===== src/sv/des_pkg.sv =====
// DES package: permutation helpers, S-boxes and key schedule tables.
package des_pkg;

    localparam int NumRounds = 16;

    typedef logic [47:0] subkey_t;
    typedef subkey_t subkeys_t [NumRounds];

    typedef struct packed {
        logic        valid;
        logic        decrypt;
        logic [31:0] left;
        logic [31:0] right;
    } stage_t;

    localparam logic [4:0] RotTab [NumRounds] =
        '{5'd1, 5'd1, 5'd2, 5'd2, 5'd2, 5'd2, 5'd2, 5'd2,
          5'd1, 5'd2, 5'd2, 5'd2, 5'd2, 5'd2, 5'd2, 5'd1};

    localparam logic [3:0] SboxTab [8][64] = '{
        '{4'd14,4'd4,4'd13,4'd1,4'd2,4'd15,4'd11,4'd8,4'd3,4'd10,4'd6,4'd12,4'd5,4'd9,4'd0,4'd7,
          4'd0,4'd15,4'd7,4'd4,4'd14,4'd2,4'd13,4'd1,4'd10,4'd6,4'd12,4'd11,4'd9,4'd5,4'd3,4'd8,
          4'd4,4'd1,4'd14,4'd8,4'd13,4'd6,4'd2,4'd11,4'd15,4'd12,4'd9,4'd7,4'd3,4'd10,4'd5,4'd0,
          4'd15,4'd12,4'd8,4'd2,4'd4,4'd9,4'd1,4'd7,4'd5,4'd11,4'd3,4'd14,4'd10,4'd0,4'd6,4'd13},
        '{4'd15,4'd1,4'd8,4'd14,4'd6,4'd11,4'd3,4'd4,4'd9,4'd7,4'd2,4'd13,4'd12,4'd0,4'd5,4'd10,
          4'd3,4'd13,4'd4,4'd7,4'd15,4'd2,4'd8,4'd14,4'd12,4'd0,4'd1,4'd10,4'd6,4'd9,4'd11,4'd5,
          4'd0,4'd14,4'd7,4'd11,4'd10,4'd4,4'd13,4'd1,4'd5,4'd8,4'd12,4'd6,4'd9,4'd3,4'd2,4'd15,
          4'd13,4'd8,4'd10,4'd1,4'd3,4'd15,4'd4,4'd2,4'd11,4'd6,4'd7,4'd12,4'd0,4'd5,4'd14,4'd9},
        '{4'd10,4'd0,4'd9,4'd14,4'd6,4'd3,4'd15,4'd5,4'd1,4'd13,4'd12,4'd7,4'd11,4'd4,4'd2,4'd8,
          4'd13,4'd7,4'd0,4'd9,4'd3,4'd4,4'd6,4'd10,4'd2,4'd8,4'd5,4'd14,4'd12,4'd11,4'd15,4'd1,
          4'd13,4'd6,4'd4,4'd9,4'd8,4'd15,4'd3,4'd0,4'd11,4'd1,4'd2,4'd12,4'd5,4'd10,4'd14,4'd7,
          4'd1,4'd10,4'd13,4'd0,4'd6,4'd9,4'd8,4'd7,4'd4,4'd15,4'd14,4'd3,4'd11,4'd5,4'd2,4'd12},
        '{4'd7,4'd13,4'd14,4'd3,4'd0,4'd6,4'd9,4'd10,4'd1,4'd2,4'd8,4'd5,4'd11,4'd12,4'd4,4'd15,
          4'd13,4'd8,4'd11,4'd5,4'd6,4'd15,4'd0,4'd3,4'd4,4'd7,4'd2,4'd12,4'd1,4'd10,4'd14,4'd9,
          4'd10,4'd6,4'd9,4'd0,4'd12,4'd11,4'd7,4'd13,4'd15,4'd1,4'd3,4'd14,4'd5,4'd2,4'd8,4'd4,
          4'd3,4'd15,4'd0,4'd6,4'd10,4'd1,4'd13,4'd8,4'd9,4'd4,4'd5,4'd11,4'd12,4'd7,4'd2,4'd14},
        '{4'd2,4'd12,4'd4,4'd1,4'd7,4'd10,4'd11,4'd6,4'd8,4'd5,4'd3,4'd15,4'd13,4'd0,4'd14,4'd9,
          4'd14,4'd11,4'd2,4'd12,4'd4,4'd7,4'd13,4'd1,4'd5,4'd0,4'd15,4'd10,4'd3,4'd9,4'd8,4'd6,
          4'd4,4'd2,4'd1,4'd11,4'd10,4'd13,4'd7,4'd8,4'd15,4'd9,4'd12,4'd5,4'd6,4'd3,4'd0,4'd14,
          4'd11,4'd8,4'd12,4'd7,4'd1,4'd14,4'd2,4'd13,4'd6,4'd15,4'd0,4'd9,4'd10,4'd4,4'd5,4'd3},
        '{4'd12,4'd1,4'd10,4'd15,4'd9,4'd2,4'd6,4'd8,4'd0,4'd13,4'd3,4'd4,4'd14,4'd7,4'd5,4'd11,
          4'd10,4'd15,4'd4,4'd2,4'd7,4'd12,4'd9,4'd5,4'd6,4'd1,4'd13,4'd14,4'd0,4'd11,4'd3,4'd8,
          4'd9,4'd14,4'd15,4'd5,4'd2,4'd8,4'd12,4'd3,4'd7,4'd0,4'd4,4'd10,4'd1,4'd13,4'd11,4'd6,
          4'd4,4'd3,4'd2,4'd12,4'd9,4'd5,4'd15,4'd10,4'd11,4'd14,4'd1,4'd7,4'd6,4'd0,4'd8,4'd13},
        '{4'd4,4'd11,4'd2,4'd14,4'd15,4'd0,4'd8,4'd13,4'd3,4'd12,4'd9,4'd7,4'd5,4'd10,4'd6,4'd1,
          4'd13,4'd0,4'd11,4'd7,4'd4,4'd9,4'd1,4'd10,4'd14,4'd3,4'd5,4'd12,4'd2,4'd15,4'd8,4'd6,
          4'd1,4'd4,4'd11,4'd13,4'd12,4'd3,4'd7,4'd14,4'd10,4'd15,4'd6,4'd8,4'd0,4'd5,4'd9,4'd2,
          4'd6,4'd11,4'd13,4'd8,4'd1,4'd4,4'd10,4'd7,4'd9,4'd5,4'd0,4'd15,4'd14,4'd2,4'd3,4'd12},
        '{4'd13,4'd2,4'd8,4'd4,4'd6,4'd15,4'd11,4'd1,4'd10,4'd9,4'd3,4'd14,4'd5,4'd0,4'd12,4'd7,
          4'd1,4'd15,4'd13,4'd8,4'd10,4'd3,4'd7,4'd4,4'd12,4'd5,4'd6,4'd11,4'd0,4'd14,4'd9,4'd2,
          4'd7,4'd11,4'd4,4'd1,4'd9,4'd12,4'd14,4'd2,4'd0,4'd6,4'd10,4'd13,4'd15,4'd3,4'd5,4'd8,
          4'd2,4'd1,4'd14,4'd7,4'd4,4'd10,4'd8,4'd13,4'd15,4'd12,4'd9,4'd0,4'd5,4'd6,4'd11,4'd3}
    };

    localparam logic [6:0] IpTab [64] = '{
        7'd58,7'd50,7'd42,7'd34,7'd26,7'd18,7'd10,7'd2,7'd60,7'd52,7'd44,7'd36,7'd28,7'd20,
        7'd12,7'd4,7'd62,7'd54,7'd46,7'd38,7'd30,7'd22,7'd14,7'd6,7'd64,7'd56,7'd48,7'd40,
        7'd32,7'd24,7'd16,7'd8,7'd57,7'd49,7'd41,7'd33,7'd25,7'd17,7'd9,7'd1,7'd59,7'd51,
        7'd43,7'd35,7'd27,7'd19,7'd11,7'd3,7'd61,7'd53,7'd45,7'd37,7'd29,7'd21,7'd13,7'd5,
        7'd63,7'd55,7'd47,7'd39,7'd31,7'd23,7'd15,7'd7};
    localparam logic [6:0] FpTab [64] = '{
        7'd40,7'd8,7'd48,7'd16,7'd56,7'd24,7'd64,7'd32,7'd39,7'd7,7'd47,7'd15,7'd55,7'd23,
        7'd63,7'd31,7'd38,7'd6,7'd46,7'd14,7'd54,7'd22,7'd62,7'd30,7'd37,7'd5,7'd45,7'd13,
        7'd53,7'd21,7'd61,7'd29,7'd36,7'd4,7'd44,7'd12,7'd52,7'd20,7'd60,7'd28,7'd35,7'd3,
        7'd43,7'd11,7'd51,7'd19,7'd59,7'd27,7'd34,7'd2,7'd42,7'd10,7'd50,7'd18,7'd58,7'd26,
        7'd33,7'd1,7'd41,7'd9,7'd49,7'd17,7'd57,7'd25};
    localparam logic [5:0] ETab [48] = '{
        6'd32,6'd1,6'd2,6'd3,6'd4,6'd5,6'd4,6'd5,6'd6,6'd7,6'd8,6'd9,6'd8,6'd9,6'd10,6'd11,
        6'd12,6'd13,6'd12,6'd13,6'd14,6'd15,6'd16,6'd17,6'd16,6'd17,6'd18,6'd19,6'd20,6'd21,
        6'd20,6'd21,6'd22,6'd23,6'd24,6'd25,6'd24,6'd25,6'd26,6'd27,6'd28,6'd29,6'd28,6'd29,
        6'd30,6'd31,6'd32,6'd1};
    localparam logic [5:0] PTab [32] = '{
        6'd16,6'd7,6'd20,6'd21,6'd29,6'd12,6'd28,6'd17,6'd1,6'd15,6'd23,6'd26,6'd5,6'd18,
        6'd31,6'd10,6'd2,6'd8,6'd24,6'd14,6'd32,6'd27,6'd3,6'd9,6'd19,6'd13,6'd30,6'd6,
        6'd22,6'd11,6'd4,6'd25};
    localparam logic [6:0] Pc1Tab [56] = '{
        7'd57,7'd49,7'd41,7'd33,7'd25,7'd17,7'd9,7'd1,7'd58,7'd50,7'd42,7'd34,7'd26,7'd18,
        7'd10,7'd2,7'd59,7'd51,7'd43,7'd35,7'd27,7'd19,7'd11,7'd3,7'd60,7'd52,7'd44,7'd36,
        7'd63,7'd55,7'd47,7'd39,7'd31,7'd23,7'd15,7'd7,7'd62,7'd54,7'd46,7'd38,7'd30,7'd22,
        7'd14,7'd6,7'd61,7'd53,7'd45,7'd37,7'd29,7'd21,7'd13,7'd5,7'd28,7'd20,7'd12,7'd4};
    localparam logic [5:0] Pc2Tab [48] = '{
        6'd14,6'd17,6'd11,6'd24,6'd1,6'd5,6'd3,6'd28,6'd15,6'd6,6'd21,6'd10,6'd23,6'd19,
        6'd12,6'd4,6'd26,6'd8,6'd16,6'd7,6'd27,6'd20,6'd13,6'd2,6'd41,6'd52,6'd31,6'd37,
        6'd47,6'd55,6'd30,6'd40,6'd51,6'd45,6'd33,6'd48,6'd44,6'd49,6'd39,6'd56,6'd34,6'd53,
        6'd46,6'd42,6'd50,6'd36,6'd29,6'd32};

    // Tables count bits from the MSB, starting at 1.
    function automatic logic [63:0] init_perm(input logic [63:0] x);
        logic [63:0] r;
        for (int i = 0; i < 64; i++) r[63 - i] = x[64 - int'(IpTab[i])];
        return r;
    endfunction

    function automatic logic [63:0] final_perm(input logic [63:0] x);
        logic [63:0] r;
        for (int i = 0; i < 64; i++) r[63 - i] = x[64 - int'(FpTab[i])];
        return r;
    endfunction

    function automatic logic [55:0] pc1(input logic [63:0] x);
        logic [55:0] r;
        for (int i = 0; i < 56; i++) r[55 - i] = x[64 - int'(Pc1Tab[i])];
        return r;
    endfunction

    function automatic logic [47:0] pc2(input logic [55:0] x);
        logic [47:0] r;
        for (int i = 0; i < 48; i++) r[47 - i] = x[56 - int'(Pc2Tab[i])];
        return r;
    endfunction

    function automatic logic [27:0] rotl28(input logic [27:0] v, input logic [4:0] s);
        return (s == 5'd1) ? {v[26:0], v[27]} : {v[25:0], v[27:26]};
    endfunction

    function automatic subkeys_t key_schedule(input logic [63:0] key);
        subkeys_t    ks;
        logic [55:0] cd;
        logic [27:0] c;
        logic [27:0] d;
        cd = pc1(key);
        c  = cd[55:28];
        d  = cd[27:0];
        for (int i = 0; i < NumRounds; i++)
        begin
            c     = rotl28(c, RotTab[i]);
            d     = rotl28(d, RotTab[i]);
            ks[i] = pc2({c, d});
        end
        return ks;
    endfunction

    function automatic logic [31:0] round_f(input logic [31:0] r, input logic [47:0] k);
        logic [47:0] e;
        logic [31:0] s;
        logic [31:0] p;
        logic [5:0]  six;
        for (int i = 0; i < 48; i++) e[47 - i] = r[32 - int'(ETab[i])];
        e = e ^ k;
        for (int i = 0; i < 8; i++)
        begin
            six = e[47 - 6 * i -: 6];
            s[31 - 4 * i -: 4] = SboxTab[i][{six[5], six[0], six[4:1]}];
        end
        for (int i = 0; i < 32; i++) p[31 - i] = s[32 - int'(PTab[i])];
        return p;
    endfunction

endpackage


===== src/sv/des_round_cell.sv =====
// One Feistel round cell: a pipeline stage with its round logic.
module des_round_cell
    import des_pkg::*;
(
    input  logic    clk,
    input  logic    rst_n,
    input  stage_t  stage_in,
    input  subkey_t key_enc,
    input  subkey_t key_dec,
    output stage_t  stage_out
);

    stage_t  stage_reg;
    stage_t  stage_next;
    subkey_t key_sel;

    always_comb
    begin
        key_sel            = stage_in.decrypt ? key_dec : key_enc;
        stage_next.valid   = stage_in.valid;
        stage_next.decrypt = stage_in.decrypt;
        stage_next.left    = stage_in.right;
        stage_next.right   = stage_in.left ^ round_f(stage_in.right, key_sel);
    end

    always_ff @(posedge clk or negedge rst_n)
    begin
        if (!rst_n)
        begin
            stage_reg <= '0;
        end
        else
        begin
            stage_reg <= stage_next;
        end
    end

    assign stage_out = stage_reg;

endmodule


===== config.mk =====
export PLATFORM = sky130hd
export DESIGN_NAME = des_round_cell
export DESIGN_NICKNAME = d
export VERILOG_FILES = /design/src/sv/des_pkg.sv /design/src/sv/des_round_cell.sv
export SDC_FILE = /design/constraint.sdc
export NUM_CORES = 1
export LEC_CHECK = 0
export ABC_AREA = 1
export BUFFER_PORTS_ARGS = -buffer_cell sky130_fd_sc_hd__buf_2
export CAP_MARGIN = 20
export CORE_UTILIZATION = 30
export DETAILED_ROUTE_END_ITERATION = 12
export MAX_ROUTING_LAYER = met4
export SLEW_MARGIN = 20
export SYNTH_ARGS = -nofsm -noshare
export SYNTH_HDL_FRONTEND = slang
export SYNTH_SLANG_ARGS = --single-unit

===== constraint.sdc =====
create_clock -name clk -period 0.8 [get_ports clk]
set_input_delay 0.08 -clock clk [delete_from_list [all_inputs] [get_ports clk]]
set_output_delay 0.08 -clock clk [all_outputs]
set_load 0.05 [all_outputs]

* Yosys cells after proc, flatten, opt, wreduce, memory -nomap -nowiden
Memory sizes are Yosys's and may differ from the RTL's.
Index checks and enable logic that the tools add are counted.
** Cells by class
- Muxes and demuxes :: 17
- $lt $le $gt $ge :: 8
- Bitwise operators :: 10
** Operators by type and width (count)
- two-way mux 4 bit :: 16
- greater-or-equal comparator 7 bit (second input constant) :: 8
- inverter 6 -> 7 bit :: 8
- two-way mux 48 bit :: 1
- XOR 48 bit :: 1
- XOR 32 bit :: 1
** Word-level totals
- Output and inout port bits :: 66
- Word-level logic and storage cells :: 47
- Memories :: 8
- Bits in registers :: 66
- Bits in read-only memories :: 2048
** Memories
- (no name shown) :: depth 64, bits a word 4, rd ports 1, clocked after memory_dff 0, write ports 0, line des_pkg.sv:143 : s[31 - 4 * i -: 4] = SboxTab[i][{six[5], six[0], six[4:1]}];
- (no name shown) :: depth 64, bits a word 4, rd ports 1, clocked after memory_dff 0, write ports 0, line des_pkg.sv:143
- (no name shown) :: depth 64, bits a word 4, rd ports 1, clocked after memory_dff 0, write ports 0, line des_pkg.sv:143
- (no name shown) :: depth 64, bits a word 4, rd ports 1, clocked after memory_dff 0, write ports 0, line des_pkg.sv:143
- (no name shown) :: depth 64, bits a word 4, rd ports 1, clocked after memory_dff 0, write ports 0, line des_pkg.sv:143
- (no name shown) :: depth 64, bits a word 4, rd ports 1, clocked after memory_dff 0, write ports 0, line des_pkg.sv:143
- 2 more memories

* Logic depth before layout (Yosys ltp)
- Depth after elaboration :: 7
- Gate-level depth with buffers :: 18
- Depth with buffers taken out :: 17

* Worst setup path before layout
No wires, ideal clock.
- Path type :: input to register
- Start :: input port stage_in[64] (netlist name)
- End :: register stage_reg (netlist bit stage_out[25])
- Required time :: 0.683 ns
- Buffers on the path :: 2
- Stages on the path :: 16
- Path slack :: -0.985 ns
- Arrival time :: 1.668 ns
- Setup time :: 0.117 ns
- Cell sequence :: inv_2 buf_6 buf_2 nand2_1 nand3_1 nand2_1 ha_1 inv_1 nand2_1 nand2_1 nand2_1 nand3_1 nand3_1 nand2_1 nand2_1 nand2_1
** RTL lines
- from (decl) :: line des_round_cell.sv:7 : input stage_t stage_in,
- to (signal assigned) :: line des_round_cell.sv:34 : stage_reg <= stage_next;
- to (decl) :: line des_round_cell.sv:13 : stage_t stage_reg;

==> flow_metrics.env <==
export IMPL_io_pins=230
export IMPL_path_class="input port to flop"
export IMPL_initial_utilization_pct=30.6
export IMPL_drive_gt1_share_pct=32.5
export IMPL_finalCriticalPeriod_ns=1.40
export IMPL_track_usage_pct=21.7
export IMPL_numClockSinks=66
export IMPL_critical_path_peak_fanout=13
export IMPL_final_hold_viol_count=0
export IMPL_status="finished, violations left"
export IMPL_seq_area_frac_synth_pct=18.7
export IMPL_clkTransAtPathRegs_ns=0.06
export IMPL_placementRows=62
export IMPL_worst_setup_path_end_kind="flop"
export IMPL_die_w_um=173
export IMPL_htreeDepth=3
export IMPL_crit_top_cell="nand2_1"
export IMPL_max_slew_worst_pin_slew_ns=0.351
export IMPL_cellLeakagePower_nw=7.85
export IMPL_syn_area_per_cell_um2=5.63
export IMPL_cts_max_path_buffers=2
export IMPL_power_ir_vdd_worst_uv=870
export IMPL_grt_overflow_total=0
export IMPL_synth_edff_count=0
export IMPL_whs_ns=0.0290
export IMPL_synth_top_flop_cell="dfrtp_1"
export IMPL_register_area_mm2=0.00165
export IMPL_antenna_left=0
export IMPL_dr_pass1_iters=6
export IMPL_route_met3_wl_um=1630
export IMPL_n_fill_cell=2863
export IMPL_wl_per_cell_um=13.2
export IMPL_finalMaxSlewViolations=0
export IMPL_grt_pass1_wl_um=52000
export IMPL_cp_top_family="simple AND/OR/NAND/NOR gates"
export IMPL_setup_worst_path_start_class="input port"
export IMPL_multi_input_area_mm2=0.00720
export IMPL_num_vias=11500
export IMPL_cp_arrival_ns=1.65
export IMPL_routed_via_density=4.80
export IMPL_layout_common_cells="nand2_1 (633), nand3_1 (358), buf_2 (163), inv_1 (154), buf_4 (148)"
export IMPL_grt_max_degree=36
export IMPL_cp_cell_sequence="buf_16 > buf_8 > nand2_2 > nand2_1 > nand2_1 > nand2_2 > buf_4 > ha_1 > nand2_1 > nand3_2 > nand2_1 > nand2_1 > nand3_2 > nand2_1 > nand2_1 > nand2_1"
export IMPL_cpPeakStageDelay_ns=0.18
export IMPL_first_global_vias=11100
export IMPL_ys_warn_count=0
export IMPL_syn_num_nets=1792
export IMPL_slowest_stage="ha_1"
export IMPL_violations="setup timing"
export IMPL_crit_required_ns=1.05
export IMPL_num_nets_final=2231
export IMPL_setup_tns_ns=-28.53
export IMPL_drt_wl_total_um=31600
export IMPL_dp_hpwl_um=24200
export IMPL_area_growth_pct=60.0
export IMPL_layout_setup_ws_ns=-0.599
export IMPL_pwr_density_cell_mw_per_mm2=1460
export IMPL_drv_cap=0
export IMPL_final_area_mm2=0.0141
export IMPL_numPlacedInstances=2301
export IMPL_timing_final_crit_share_pct=175
export IMPL_drc=0
export IMPL_hp_start="stage_in[28]"
export IMPL_setup_viol=98
export IMPL_max_freq_mhz=715
export IMPL_place_area_mm2=0.0122
export IMPL_holdPathEnd="stage_out[60]"
export IMPL_slew_headroom_pct=76.6
export IMPL_hold_path_class="input port to flop"
export IMPL_die_h_um=173
export IMPL_cts_tree="done"
export IMPL_dieArea_mm2=0.0301
export IMPL_dr_max_layer_used="met4"
export IMPL_place_congestion=0.944
export IMPL_ys_seq_elements=66
export IMPL_synth_area_mm2=0.00882
export IMPL_core_area_mm2=0.0288
export IMPL_largest_reg_flops=66
export IMPL_place_ws_ns=-1.10
export IMPL_wl_met1_um=14200
export IMPL_ys_async_sr_fraction_pct=100
export IMPL_stdcell_count=2394
export IMPL_layout_commonest_cell="nand2_1"
export IMPL_critPathBufInv=3
export IMPL_numCtsBuffers=9
export IMPL_wl_met2_um=15300
export IMPL_antenna_found_initial=1
export IMPL_rsz0062_at_grt="true"
export IMPL_hold_depth=2
export IMPL_drt_iter0_drc=703
export IMPL_portBuffers=229
export IMPL_synthCells=1566
export IMPL_cts_root_buf="clkbuf_16"
export IMPL_yosysUniqueCellTypes=24
==> synth_stat cells, types with 3 or more instances <==
cell type | number | area [um^2]
a21oi_1 | 3 | 15.0
buf_2 | 19 | 95.1
buf_4 | 16 | 120
buf_6 | 7 | 78.8
dfrtp_1 | 66 | 1650
ha_1 | 62 | 776
inv_1 | 161 | 604
inv_2 | 12 | 45.0
nand2_1 | 725 | 2720
nand2_2 | 13 | 81.3
nand3_1 | 420 | 2100
nand3_2 | 4 | 40.0
nand3b_1 | 15 | 113
nor2_1 | 11 | 41.3
o21ai_0 | 3 | 15.0
o21ai_1 | 9 | 45.0
xor2_1 | 5 | 43.8
xor2_2 | 7 | 114
xor2_4 | 3 | 82.6
==> timing repair <==
| action | 4_1_cts | 5_1_grt |
|---|---|---|
| setup buffers | 5 | 4 |
| endpoints found under the setup margin | 98 | 98 |
| hold endpoints to repair | 128 | 0 |
| resized for setup | 165 | 95 |
| pin swaps | 18 | 7 |
| cloned | 3 | 3 |
| hold buffers | 63 | 0 |
==> layout make-up <==
| class | instances | share of cell area (%) |
|---|---|---|
| inverter | 174 | 4.78 |
| antenna | 1 | 0.0177 |
| tap | 384 | 3.40 |
| clock inverter | 3 | 0.106 |
| timing repair inverter | 1 | 0.0621 |
| multi-input combinational | 1286 | 51.0 |
| timing repair buffer | 467 | 27.1 |
| clock buffer | 12 | 1.82 |
| sequential | 66 | 11.7 |
==> routing by layer <==
| metal | up-vias | track usage, % |
|---|---|---|
| met5 | - | - |
| met2 | 386 | 36.8 |
| li1 | 5867 | - |
| met4 | 0 | 5.68 |
| met1 | 5202 | 26.6 |
| met3 | 34 | 3.27 |
==> cells by family after synthesis <==
logic type / after synthesis / share of synthesized area [%]
and+or+nand+nor: 1191 / 58.1
DFF: 66 / 18.7
adders and majority gates: 62 / 8.79
buffers and inverters: 216 / 10.7
AOI/OAI and AO/OA: 16 / 0.950
xor gates and xnor gates: 15 / 2.72
==> how the worst max path moves through the flow <==
stage / from / cells after the start / to
2_1_floorplan: stage_in[64] / 17 / stage_out[0]
3_3_place_gp: stage_in[64] / 16 / stage_out[4]
3_5_place_dp: stage_in[64] / 15 / stage_out[4]
4_1_cts: stage_in[64] / 16 / stage_out[19]
5_1_grt: stage_in[64] / 17 / stage_out[4]
6_report: stage_in[64] / 16 / stage_out[22]
==> power breakdown <==
group	leakage (nW)	total (mW)	internal [mW]	switching, mW
Clock	0.138	3.91	2.24	1.68
Sequential	0.779	4.04	3.81	0.230
Combinational	6.93	12.6	5.03	7.57
Total	7.85	20.6	11.1	9.48
==> stage by stage <==
step           utilization, %  total power, mW
2_1_floorplan               -             11.6
3_3_place_gp             42.4             15.1
3_5_place_dp             42.4             15.1
4_1_cts                  48.0             20.3
5_1_grt                  49.0             22.1
6_report                 49.0             20.6
Note: power is estimated with default switching activity, not from simulation.
